**config.mk**
```make
export PLATFORM = sky130hd
export DESIGN_NAME = day_clock_color_tint
export DESIGN_NICKNAME = d
export VERILOG_FILES = /design/src/hw/rtl/dcct_pkg.sv /design/src/hw/rtl/day_clock_color_tint.sv
export SDC_FILE = /design/constraint.sdc
export NUM_CORES = 1
export LEC_CHECK = 0
export BUFFER_PORTS_ARGS = -buffer_cell sky130_fd_sc_hd__buf_4
export CORE_UTILIZATION = 35
export CTS_CLUSTER_DIAMETER = 30
export DETAILED_ROUTE_END_ITERATION = 12
export PLACE_DENSITY_LB_ADDON = 0.25
export SLEW_MARGIN = 20
export SYNTH_ARGS = -nofsm -noshare
export SYNTH_HDL_FRONTEND = slang
export SYNTH_SLANG_ARGS = --single-unit
```
**constraint.sdc**
```tcl
create_clock -name clk -period 14.9 [get_ports clk]
set_clock_uncertainty 0.05 [all_clocks]
set_input_delay 0.745 -clock clk [delete_from_list [all_inputs] [get_ports clk]]
set_output_delay 0.745 -clock clk [all_outputs]
set_load 0.005 [all_outputs]
```
**src/hw/rtl/dcct_pkg.sv**
```systemverilog
`default_nettype none

package dcct_pkg;

	// scene codes
	localparam logic [1:0] SCENE_FIELD  = 2'd0;
	localparam logic [1:0] SCENE_BATTLE = 2'd1;
	localparam logic [1:0] SCENE_WORLD  = 2'd2;
	localparam logic [1:0] SCENE_OTHER  = 2'd3;

	// configuration register indexes
	localparam int unsigned CFG_IDX_W = 3;
	localparam logic [CFG_IDX_W-1:0] REG_FRAMES_PER_MINUTE = 3'd0;
	localparam logic [CFG_IDX_W-1:0] REG_BATTLE_MULTIPLIER = 3'd1;
	localparam logic [CFG_IDX_W-1:0] REG_COMMON_MULTIPLIER = 3'd2;
	localparam logic [CFG_IDX_W-1:0] REG_SEGMENT_MINUTES   = 3'd3;
	localparam logic [CFG_IDX_W-1:0] REG_MORNING_RGB       = 3'd4;
	localparam logic [CFG_IDX_W-1:0] REG_MIDDAY_RGB        = 3'd5;
	localparam logic [CFG_IDX_W-1:0] REG_AFTERNOON_RGB     = 3'd6;
	localparam logic [CFG_IDX_W-1:0] REG_NIGHT_RGB         = 3'd7;

	// field and register widths
	localparam int unsigned CFG_DATA_W = 55;
	localparam int unsigned FPM_W      = 8;
	localparam int unsigned MULT_W     = 4;
	localparam int unsigned SEG_W      = 11;
	localparam int unsigned SEG_COUNT  = 5;
	localparam int unsigned RGB_W      = 24;
	localparam int unsigned CHAN_W     = 8;
	localparam int unsigned CAL_W      = 8;
	localparam int unsigned FRAME_W    = 12;
	localparam int unsigned TIME_W     = 23;  // minute-of-day times frames, < 1440 * 4095
	localparam int unsigned IN_TDATA_W  = 8;
	localparam int unsigned OUT_TDATA_W = 64;

	// calendar limits
	localparam logic [CAL_W-1:0] MINUTES_PER_HOUR = 8'd60;
	localparam logic [CAL_W-1:0] HOURS_PER_DAY    = 8'd24;
	localparam logic [CAL_W-1:0] DAY_WRAP         = 8'd32;
	localparam logic [CAL_W-1:0] MONTHS_PER_YEAR  = 8'd12;
	localparam logic [FRAME_W-1:0] FRAMES_MAX     = 12'd4095;

	// register reset values
	localparam logic [FPM_W-1:0]      FPM_RESET  = 8'd15;
	localparam logic [MULT_W-1:0]     MULT_RESET = 4'd1;
	localparam logic [CFG_DATA_W-1:0] SEG_RESET  = 55'd21120419554468200;
	localparam logic [RGB_W-1:0]      RGB_RESET  = 24'hFFFFFF;

	localparam int unsigned FRACTION_BITS_DEFAULT = 16;

endpackage

`default_nettype wire

```
**src/hw/rtl/day_clock_color_tint.sv**
```systemverilog
`default_nettype none

// Day clock with time-of-day color tint. Each input transfer is one video
// frame tick; each one yields exactly one output transfer carrying the enable
// flags, the blended RGB tint and the minute/hour/day/month calendar after
// the tick. Work on a tick is done by a small sequencer around one shared
// multiplier (12 x max(12, FRACTION_BITS) bits) plus a restoring divider that
// retires one quotient bit per cycle. A tick that leaves the clock idle goes
// straight to the output register; a tick that advances without tint also
// derives F and updates the calendar; a full tint tick adds the time product,
// up to five boundary multiplies, the divider loop and a blend per channel.
// s_tready is high only while the sequencer is idle; a finished result sits
// in the output register, so the next tick can be taken before it is drained.
// Configuration writes must happen while no tick is in flight.
module day_clock_color_tint
	import dcct_pkg::*;
#(
	parameter int unsigned FRACTION_BITS = FRACTION_BITS_DEFAULT  // 8..24
) (
	input  wire                   clk,
	input  wire                   arst_n,

	input  wire                   s_tvalid,
	output logic                  s_tready,
	// [1:0] scene_mode, [2] clock_enable, [3] advance_enable, [4] tint_enable
	input  wire  [IN_TDATA_W-1:0] s_tdata,

	output logic                   m_tvalid,
	input  wire                    m_tready,
	// [0] clock_active, [1] tint_active, [9:2] tint_red, [17:10] tint_green,
	// [25:18] tint_blue, [33:26] minute_now, [41:34] hour_now,
	// [49:42] day_now, [57:50] month_now
	output logic [OUT_TDATA_W-1:0] m_tdata,

	input  wire                    cfg_we,
	input  wire  [CFG_IDX_W-1:0]   cfg_index,
	input  wire  [CFG_DATA_W-1:0]  cfg_data
);

	// shared multiplier geometry
	localparam int unsigned MUL_A_W   = FRAME_W;
	localparam int unsigned MUL_B_W   = (FRACTION_BITS > FRAME_W) ? FRACTION_BITS : FRAME_W;
	localparam int unsigned MUL_P_W   = MUL_A_W + MUL_B_W;
	localparam int unsigned BLEND_P_W = CHAN_W + FRACTION_BITS;
	localparam int unsigned DIV_CNT_W = $clog2(FRACTION_BITS);
	localparam logic [BLEND_P_W:0] ROUND_UP = (BLEND_P_W+1)'((1 << FRACTION_BITS) - 1);

	localparam logic [2:0] SEG_LAST = 3'(SEG_COUNT - 1);

	// channel select for the blend loop
	localparam logic [1:0] CH_R = 2'd0;
	localparam logic [1:0] CH_G = 2'd1;
	localparam logic [1:0] CH_B = 2'd2;

	typedef enum logic [3:0] {
		ST_IDLE,
		ST_FMUL,   // effective frames per minute
		ST_CAL,    // calendar update
		ST_TMUL,   // minute-of-day times F
		ST_TADD,   // plus frame counter
		ST_BMUL,   // boundary times F
		ST_BCMP,   // segment search
		ST_DIV,    // fraction, one bit per cycle
		ST_BLMUL,  // channel delta times fraction
		ST_BLACC,  // floored blend result
		ST_OUT
	} state_t;

	// configuration
	logic [FPM_W-1:0]      fpm_q;
	logic [MULT_W-1:0]     battle_mult_q;
	logic [MULT_W-1:0]     common_mult_q;
	logic [CFG_DATA_W-1:0] seg_minutes_q;
	logic [RGB_W-1:0]      morning_q;
	logic [RGB_W-1:0]      midday_q;
	logic [RGB_W-1:0]      afternoon_q;
	logic [RGB_W-1:0]      night_q;

	// calendar state
	logic [FRAME_W-1:0] frame_counter_q;
	logic [CAL_W-1:0]   minute_q;
	logic [CAL_W-1:0]   hour_q;
	logic [CAL_W-1:0]   day_q;
	logic [CAL_W-1:0]   month_q;

	// per-tick working registers
	state_t                   state_q;
	logic [1:0]               mode_q;
	logic                     adv_q;
	logic                     tint_q;
	logic [FRAME_W-1:0]       f_q;
	logic [TIME_W-1:0]        tm_q;
	logic [TIME_W-1:0]        bnd_q;
	logic [TIME_W-1:0]        prev_bnd_q;
	logic [2:0]               seg_idx_q;
	logic [1:0]               seg_q;
	logic [TIME_W-1:0]        span_q;
	logic [TIME_W:0]          rem_q;
	logic [FRACTION_BITS-1:0] frac_q;
	logic [DIV_CNT_W-1:0]     div_cnt_q;
	logic [1:0]               ch_q;
	logic [BLEND_P_W-1:0]     prod_q;
	logic                     active_q;
	logic [CHAN_W-1:0]        red_q;
	logic [CHAN_W-1:0]        green_q;
	logic [CHAN_W-1:0]        blue_q;

	logic                   m_tvalid_q;
	logic [OUT_TDATA_W-1:0] m_tdata_q;

	// combinational
	logic [MUL_A_W-1:0] mul_a;
	logic [MUL_B_W-1:0] mul_b;
	logic [MUL_P_W-1:0] mul_p;
	logic [12:0]        f_raw;
	logic [FRAME_W-1:0] f_clamped;
	logic [4:0]         mult_sel;
	logic [SEG_W-1:0]   minute_of_day;
	logic [SEG_W-1:0]   seg_bound;

	logic [FRAME_W:0]   cal_fc;
	logic [CAL_W-1:0]   cal_min;
	logic [CAL_W-1:0]   cal_hour;
	logic [CAL_W-1:0]   cal_day;
	logic [CAL_W-1:0]   cal_month;

	logic [RGB_W-1:0]  c0_rgb;
	logic [RGB_W-1:0]  c1_rgb;
	logic [CHAN_W-1:0] c0_ch;
	logic [CHAN_W-1:0] c1_ch;
	logic [CHAN_W-1:0] ch_delta;
	logic              ch_rising;
	logic [BLEND_P_W:0] down_sum;
	logic [CHAN_W-1:0] blend_res;

	logic [TIME_W:0]   rem_sh;
	logic              rem_ge;

	// result register free (or draining this cycle) while a result waits
	logic              out_load;

	assign s_tready = (state_q == ST_IDLE);
	assign m_tvalid = m_tvalid_q;
	assign m_tdata  = m_tdata_q;
	assign out_load = (state_q == ST_OUT) && (!m_tvalid_q || m_tready);

	// configuration writes
	always_ff @(posedge clk or negedge arst_n) begin
		if (!arst_n) begin
			fpm_q         <= FPM_RESET;
			battle_mult_q <= MULT_RESET;
			common_mult_q <= MULT_RESET;
			seg_minutes_q <= SEG_RESET;
			morning_q     <= RGB_RESET;
			midday_q      <= RGB_RESET;
			afternoon_q   <= RGB_RESET;
			night_q       <= RGB_RESET;
		end else if (cfg_we) begin
			case (cfg_index)
				REG_FRAMES_PER_MINUTE: fpm_q         <= cfg_data[FPM_W-1:0];
				REG_BATTLE_MULTIPLIER: battle_mult_q <= cfg_data[MULT_W-1:0];
				REG_COMMON_MULTIPLIER: common_mult_q <= cfg_data[MULT_W-1:0];
				REG_SEGMENT_MINUTES:   seg_minutes_q <= cfg_data;
				REG_MORNING_RGB:       morning_q     <= cfg_data[RGB_W-1:0];
				REG_MIDDAY_RGB:        midday_q      <= cfg_data[RGB_W-1:0];
				REG_AFTERNOON_RGB:     afternoon_q   <= cfg_data[RGB_W-1:0];
				REG_NIGHT_RGB:         night_q       <= cfg_data[RGB_W-1:0];
				default: ;
			endcase
		end
	end

	// battle uses its own multiplier, other scenes twice the common one
	assign mult_sel = (mode_q == SCENE_BATTLE) ? {1'b0, battle_mult_q} : {common_mult_q, 1'b0};

	// h*60 + m, calendar already normalized so it fits 11 bits
	assign minute_of_day = SEG_W'({hour_q, 6'b0}) - SEG_W'({hour_q, 2'b0}) + SEG_W'(minute_q);

	assign seg_bound = seg_minutes_q[SEG_W*seg_idx_q +: SEG_W];

	// segment colors and current channel
	always_comb begin
		case (seg_q)
			2'd0: begin
				c0_rgb = night_q;
				c1_rgb = morning_q;
			end
			2'd1: begin
				c0_rgb = morning_q;
				c1_rgb = midday_q;
			end
			2'd2: begin
				c0_rgb = midday_q;
				c1_rgb = afternoon_q;
			end
			default: begin
				c0_rgb = afternoon_q;
				c1_rgb = night_q;
			end
		endcase
		case (ch_q)
			CH_R: begin
				c0_ch = c0_rgb[23:16];
				c1_ch = c1_rgb[23:16];
			end
			CH_G: begin
				c0_ch = c0_rgb[15:8];
				c1_ch = c1_rgb[15:8];
			end
			default: begin
				c0_ch = c0_rgb[7:0];
				c1_ch = c1_rgb[7:0];
			end
		endcase
		ch_rising = (c1_ch >= c0_ch);
		ch_delta  = ch_rising ? (c1_ch - c0_ch) : (c0_ch - c1_ch);
		// falling channel rounds the step up so the result stays floored
		down_sum  = {1'b0, prod_q} + ROUND_UP;
		blend_res = ch_rising ? (c0_ch + prod_q[FRACTION_BITS +: CHAN_W])
		                      : (c0_ch - down_sum[FRACTION_BITS +: CHAN_W]);
	end

	// shared multiplier operand select
	always_comb begin
		case (state_q)
			ST_FMUL: begin
				mul_a = MUL_A_W'(fpm_q);
				mul_b = MUL_B_W'(mult_sel);
			end
			ST_TMUL: begin
				mul_a = f_q;
				mul_b = MUL_B_W'(minute_of_day);
			end
			ST_BMUL: begin
				mul_a = f_q;
				mul_b = MUL_B_W'(seg_bound);
			end
			ST_BLMUL: begin
				mul_a = MUL_A_W'(ch_delta);
				mul_b = MUL_B_W'(frac_q);
			end
			default: begin
				mul_a = '0;
				mul_b = '0;
			end
		endcase
	end

	assign mul_p = MUL_P_W'(mul_a) * MUL_P_W'(mul_b);

	// F clamped to 1..4095; product is at most 255 * 30
	assign f_raw     = mul_p[12:0];
	assign f_clamped = (f_raw == '0) ? FRAME_W'(1) :
	                   (f_raw > 13'(FRAMES_MAX)) ? FRAMES_MAX : f_raw[FRAME_W-1:0];

	// calendar roll-over chain
	always_comb begin
		cal_fc    = {1'b0, frame_counter_q} + (FRAME_W+1)'(adv_q);
		cal_min   = minute_q;
		cal_hour  = hour_q;
		cal_day   = day_q;
		cal_month = month_q;
		if (cal_fc >= {1'b0, f_q}) begin
			cal_min = cal_min + 8'd1;
			cal_fc  = '0;
		end
		if (cal_min >= MINUTES_PER_HOUR) begin
			cal_hour = cal_hour + 8'd1;
			cal_min  = '0;
			cal_fc   = '0;
		end
		if (cal_hour >= HOURS_PER_DAY) begin
			cal_day  = cal_day + 8'd1;
			cal_hour = '0;
		end
		if (cal_day >= DAY_WRAP) begin
			cal_month = cal_month + 8'd1;
			cal_day   = 8'd1;
		end
		if (cal_month >= MONTHS_PER_YEAR) begin
			cal_month = '0;
		end
	end

	// restoring divider step
	assign rem_sh = {rem_q[TIME_W-1:0], 1'b0};
	assign rem_ge = (rem_sh >= {1'b0, span_q});

	always_ff @(posedge clk or negedge arst_n) begin
		if (!arst_n) begin
			state_q         <= ST_IDLE;
			frame_counter_q <= '0;
			minute_q        <= '0;
			hour_q          <= '0;
			day_q           <= 8'd1;
			month_q         <= '0;
			m_tvalid_q      <= 1'b0;
		end else begin
			if (out_load) begin
				m_tdata_q  <= {6'b0, month_q, day_q, hour_q, minute_q,
				               blue_q, green_q, red_q, active_q, active_q};
				m_tvalid_q <= 1'b1;
			end else if (m_tready) begin
				m_tvalid_q <= 1'b0;
			end
			case (state_q)
				ST_IDLE: begin
					if (s_tvalid) begin
						mode_q   <= s_tdata[1:0];
						adv_q    <= s_tdata[3];
						tint_q   <= s_tdata[4];
						active_q <= 1'b0;
						red_q    <= '0;
						green_q  <= '0;
						blue_q   <= '0;
						if (s_tdata[2] && (s_tdata[1:0] != SCENE_OTHER)) begin
							state_q <= ST_FMUL;
						end else begin
							state_q <= ST_OUT;
						end
					end
				end
				ST_FMUL: begin
					f_q     <= f_clamped;
					state_q <= ST_CAL;
				end
				ST_CAL: begin
					frame_counter_q <= cal_fc[FRAME_W-1:0];
					minute_q        <= cal_min;
					hour_q          <= cal_hour;
					day_q           <= cal_day;
					month_q         <= cal_month;
					if ((mode_q == SCENE_WORLD) || tint_q) begin
						state_q <= ST_TMUL;
					end else begin
						state_q <= ST_OUT;
					end
				end
				ST_TMUL: begin
					tm_q    <= mul_p[TIME_W-1:0];
					state_q <= ST_TADD;
				end
				ST_TADD: begin
					tm_q      <= tm_q + TIME_W'(frame_counter_q);
					seg_idx_q <= '0;
					bnd_q     <= '0;
					active_q  <= 1'b1;
					// night color unless a segment claims the time
					red_q     <= night_q[23:16];
					green_q   <= night_q[15:8];
					blue_q    <= night_q[7:0];
					state_q   <= ST_BMUL;
				end
				ST_BMUL: begin
					bnd_q      <= mul_p[TIME_W-1:0];
					prev_bnd_q <= bnd_q;
					state_q    <= ST_BCMP;
				end
				ST_BCMP: begin
					if (tm_q < bnd_q) begin
						if (seg_idx_q == '0) begin
							state_q <= ST_OUT;  // before sunrise
						end else begin
							seg_q     <= 2'(seg_idx_q - 3'd1);
							span_q    <= bnd_q - prev_bnd_q;
							rem_q     <= {1'b0, tm_q - prev_bnd_q};
							div_cnt_q <= DIV_CNT_W'(FRACTION_BITS - 1);
							state_q   <= ST_DIV;
						end
					end else if (seg_idx_q == SEG_LAST) begin
						state_q <= ST_OUT;  // at or after night
					end else begin
						seg_idx_q <= seg_idx_q + 3'd1;
						state_q   <= ST_BMUL;
					end
				end
				ST_DIV: begin
					rem_q  <= rem_ge ? (rem_sh - {1'b0, span_q}) : rem_sh;
					frac_q <= {frac_q[FRACTION_BITS-2:0], rem_ge};
					if (div_cnt_q == '0) begin
						ch_q    <= CH_R;
						state_q <= ST_BLMUL;
					end else begin
						div_cnt_q <= div_cnt_q - DIV_CNT_W'(1);
					end
				end
				ST_BLMUL: begin
					prod_q  <= mul_p[BLEND_P_W-1:0];
					state_q <= ST_BLACC;
				end
				ST_BLACC: begin
					case (ch_q)
						CH_R:    red_q   <= blend_res;
						CH_G:    green_q <= blend_res;
						default: blue_q  <= blend_res;
					endcase
					if (ch_q == CH_B) begin
						state_q <= ST_OUT;
					end else begin
						ch_q    <= ch_q + 2'd1;
						state_q <= ST_BLMUL;
					end
				end
				ST_OUT: begin
					if (out_load) begin
						state_q <= ST_IDLE;
					end
				end
				default: begin
					state_q <= ST_IDLE;
				end
			endcase
		end
	end

endmodule

`default_nettype wire

```
==> impl_metrics.env <==
export IMPL_worstSetupEndpointType="flip-flop"
export IMPL_p_clk_share_pct=40.5
export IMPL_synth_top_family_by_area="adder cells"
export IMPL_cts_sinks=480
export IMPL_clkTransAtPathRegs_ps=50
export IMPL_synth_seq_cells=480
export IMPL_syn_area_per_cell_sq_um=10.5
export IMPL_p_sw_share_pct=32.8
export IMPL_ys_warn_count=0
export IMPL_start_util_pct=35.5
export IMPL_stdcell_area_sq_um=39000
export IMPL_route_detailed_drc=0
export IMPL_die_area_sq_um=94600
export IMPL_synth_compound_area_share_pct=11.7
export IMPL_p_switching_mw=1.99
export IMPL_start_kind="flip-flop"
export IMPL_dp_cells=4436
export IMPL_seqPwrFrac_pct=31.6
export IMPL_timing_fmax_ghz=0.0868
export IMPL_synthCells=3125
export IMPL_insertion_delay_ps=680
export IMPL_antenna_found_initial=0
export IMPL_pwr_density_cell_nw_per_um2=156
export IMPL_fin_ws_ps=3370
export IMPL_cap_violations=0
export IMPL_yosysSeqAreaShare_pct=41.3
export IMPL_cpPeakStageDelay_ps=600
export IMPL_min_period_ps=11530
export IMPL_arrival_ps=11840
export IMPL_reg2reg_from="ch_q[0]"
export IMPL_ctsResizeCount=0
export IMPL_die_y_um=308
export IMPL_wire_per_inst_um=18.7
export IMPL_drtAntennaViolNets=0
export IMPL_placed_cell_area_sq_um=35200
export IMPL_fin_cells=4639
export IMPL_row_count=111
export IMPL_cts_tree="built"
export IMPL_synthAdderAreaFrac_pct=16.9
export IMPL_setup_viol=0
export IMPL_maxSlewHeadroom_pct=26.8
export IMPL_tightestPinTransition_ps=1090
export IMPL_hp_start="s_tdata[0]"
export IMPL_rsz0062_at_grt="no"
export IMPL_core_area_sq_um=92100
export IMPL_detail_route_first_pass_iterations=5
export IMPL_drt_total_wl_um=86700
export IMPL_n_antenna_cell=0
export IMPL_areaGrowthSynthToFinish_pct=19.4
export IMPL_netlist_area_sq_um=32700
export IMPL_ios=137
export IMPL_synth_edff_count=264
export IMPL_grt_overflow_total=0
export IMPL_clock_path_buffers=3
export IMPL_cts_made_buffers=107
export IMPL_grt_max_degree=78
export IMPL_gr_usage_all_layers_pct=18.6
export IMPL_ctsHtreeMaxLevel=3
export IMPL_cp_max_fo=18
export IMPL_finalNetCount=3729
export IMPL_hold_class="primary input to flip-flop"
export IMPL_criticalPathCategory="flip-flop to flip-flop"
export IMPL_cts_setup_buffers=0
export IMPL_cpMaxStageDelayCell="a31oi_1"
export IMPL_async_flop_share_pct=45.0
export IMPL_holdWs_ps=219
export IMPL_grt_pass1_wl_um=137000
export IMPL_hold_viol_final=0
export IMPL_power_leakage_nw=16.8
export IMPL_grt_pass1_vias=24000
export IMPL_required_ps=15210
export IMPL_drt_iter0_drc=1467
export IMPL_p_comb_share_pct=28.0
export IMPL_hpwl_um=64500
export IMPL_intPower_mw=4.08
export IMPL_ir_worst_vdd_uv=98.5
export IMPL_vias_per_cell=5.10
export IMPL_synth_simple_area_share_pct=12.0
export IMPL_dieWidth_um=308
export IMPL_synthMuxAreaShare_pct=8.83
export IMPL_synth_distinct_cells=84
export IMPL_port_buffers=127
export IMPL_fin_tns_setup_ps=0
export IMPL_drive_above_1_share_pct=20.8
export IMPL_cts_hold_buf=1
export IMPL_crit_path_start="ch_q[0]"
export IMPL_place_ws_ps=3400
export IMPL_period_share_pct=77.4
export IMPL_status="complete, no violations"
export IMPL_drv_slew=0
export IMPL_synthFlopType="edfxtp_1"
export IMPL_synth_xor_area_share_pct=3.51
export IMPL_root_buffer="clkbuf_16"
export IMPL_place_gp_congestion=0.869
export IMPL_num_vias=23600
[area by class of cell]
type,instances,area (sq um)
repair buffers,180,1360
multi-input cells,2169,17400
inverters,365,1370
clock inverters,74,917
clock buffers,128,2910
fillers,8980,53100
flip-flops and latches,480,13500
well taps,1243,1560
[cell usage in the layout (no fill, tap or decap), types with 63 or more instances in the layout]
cell         n
xnor2_1     86
edfxtp_1   264
buf_4      178
ha_1       211
fa_1       144
nor2_1     154
dfstp_2    124
nand2_1    367
clkbuf_16  112
inv_1      362
dfrtp_1     92
mux2_2     171
a21oi_1    127
o21ai_0    124
mux2i_1     63
[cells in the mapped netlist, drive strengths merged, types with 20 or more instances]
cell type	number	share of area (%)
nand2b	27	0.52
nor2	159	1.8
and2	44	0.85
a21o	39	0.90
fa	144	8.8
a211oi	22	0.54
nor3	53	0.84
clkbuf	97	1.1
o21ai	129	2.0
xnor2	86	2.3
o211ai	32	0.73
a22o	20	0.54
inv	363	4.2
dfrtp	92	7.0
mux2i	63	1.9
and3	43	0.82
a21boi	20	0.46
edfxtp	264	24
a21oi	131	2.0
buf	28	0.48
nand3	49	0.75
a22oi	33	0.76
mux2	172	5.9
nand2	367	4.2
nand4	22	0.42
dfstp	124	10
ha	211	8.1
nor2b	24	0.46
xor2	45	1.2
[worst max-delay path, delay by kind of cell, from the launching register on]
family                   cells  cell delay (ps)
flip-flops                   1              410
AO/OA/AOI/OAI               13             3590
XOR/XNOR                     1              430
AND/OR/NAND/NOR              8             1820
adder cells (fa/ha/maj)      8             3980
buffers and inverters        7              900
[routing by layer]
metal  vias up  GRT usage, %  wire [um]
li1      11300             -          -
met1     11700          25.5      40600
met2       523          30.1      40200
met3       109          3.58       4370
met4         0          4.62       1560
met5         -             0          0
[through the flow]
step                      power [mW]  util [%]
after global placement          3.61      38.2
after floorplan                 3.07         -
after CTS                       6.12      42.4
after detailed placement        3.63      38.2
final                           6.07      42.4
after global routing            6.40      42.4
[worst paths after layout]
path	cells past startpoint	slack, ps	to
max	37	3370	prod_q[21]
min	1	220	mode_q[0]
max reg2reg	37	3370	prod_q[21]
min reg2reg	0	370	m_tdata[13]
max in group asynchronous	4	12530	midday_q[5]
min in group asynchronous	2	600	seg_minutes_q[9]
[sequential cells by signal, summed over array words and instances (netlist names), 12 cells and up]
signal           count
night_q             24
m_tdata             57
span_q              23
rem_q               23
seg_minutes_q       55
afternoon_q         24
bnd_q               23
frac_q              16
tm_q                23
f_q                 12
midday_q            24
prod_q              24
prev_bnd_q          23
frame_counter_q     12
morning_q           24
[power groups by stage]
stage / clock (mW) / sequential (mW) / combinational, mW
after global placement: 0 / 1.93 / 1.68
after floorplan: 0 / 1.84 / 1.23
after CTS: 2.49 / 1.91 / 1.71
after global routing: 2.57 / 1.94 / 1.90
after detailed placement: 0 / 1.93 / 1.70
final: 2.46 / 1.92 / 1.70
[logic make-up after synthesis]
group	count (synthesis)
AOI/OAI and AO/OA	572
xor gates and xnor gates	131
adders and majority gates	355
buffers and inverters	490
DFF	480
muxes	249
other	2
and+or+nand+nor	846
(Power assumes the default switching activity.)
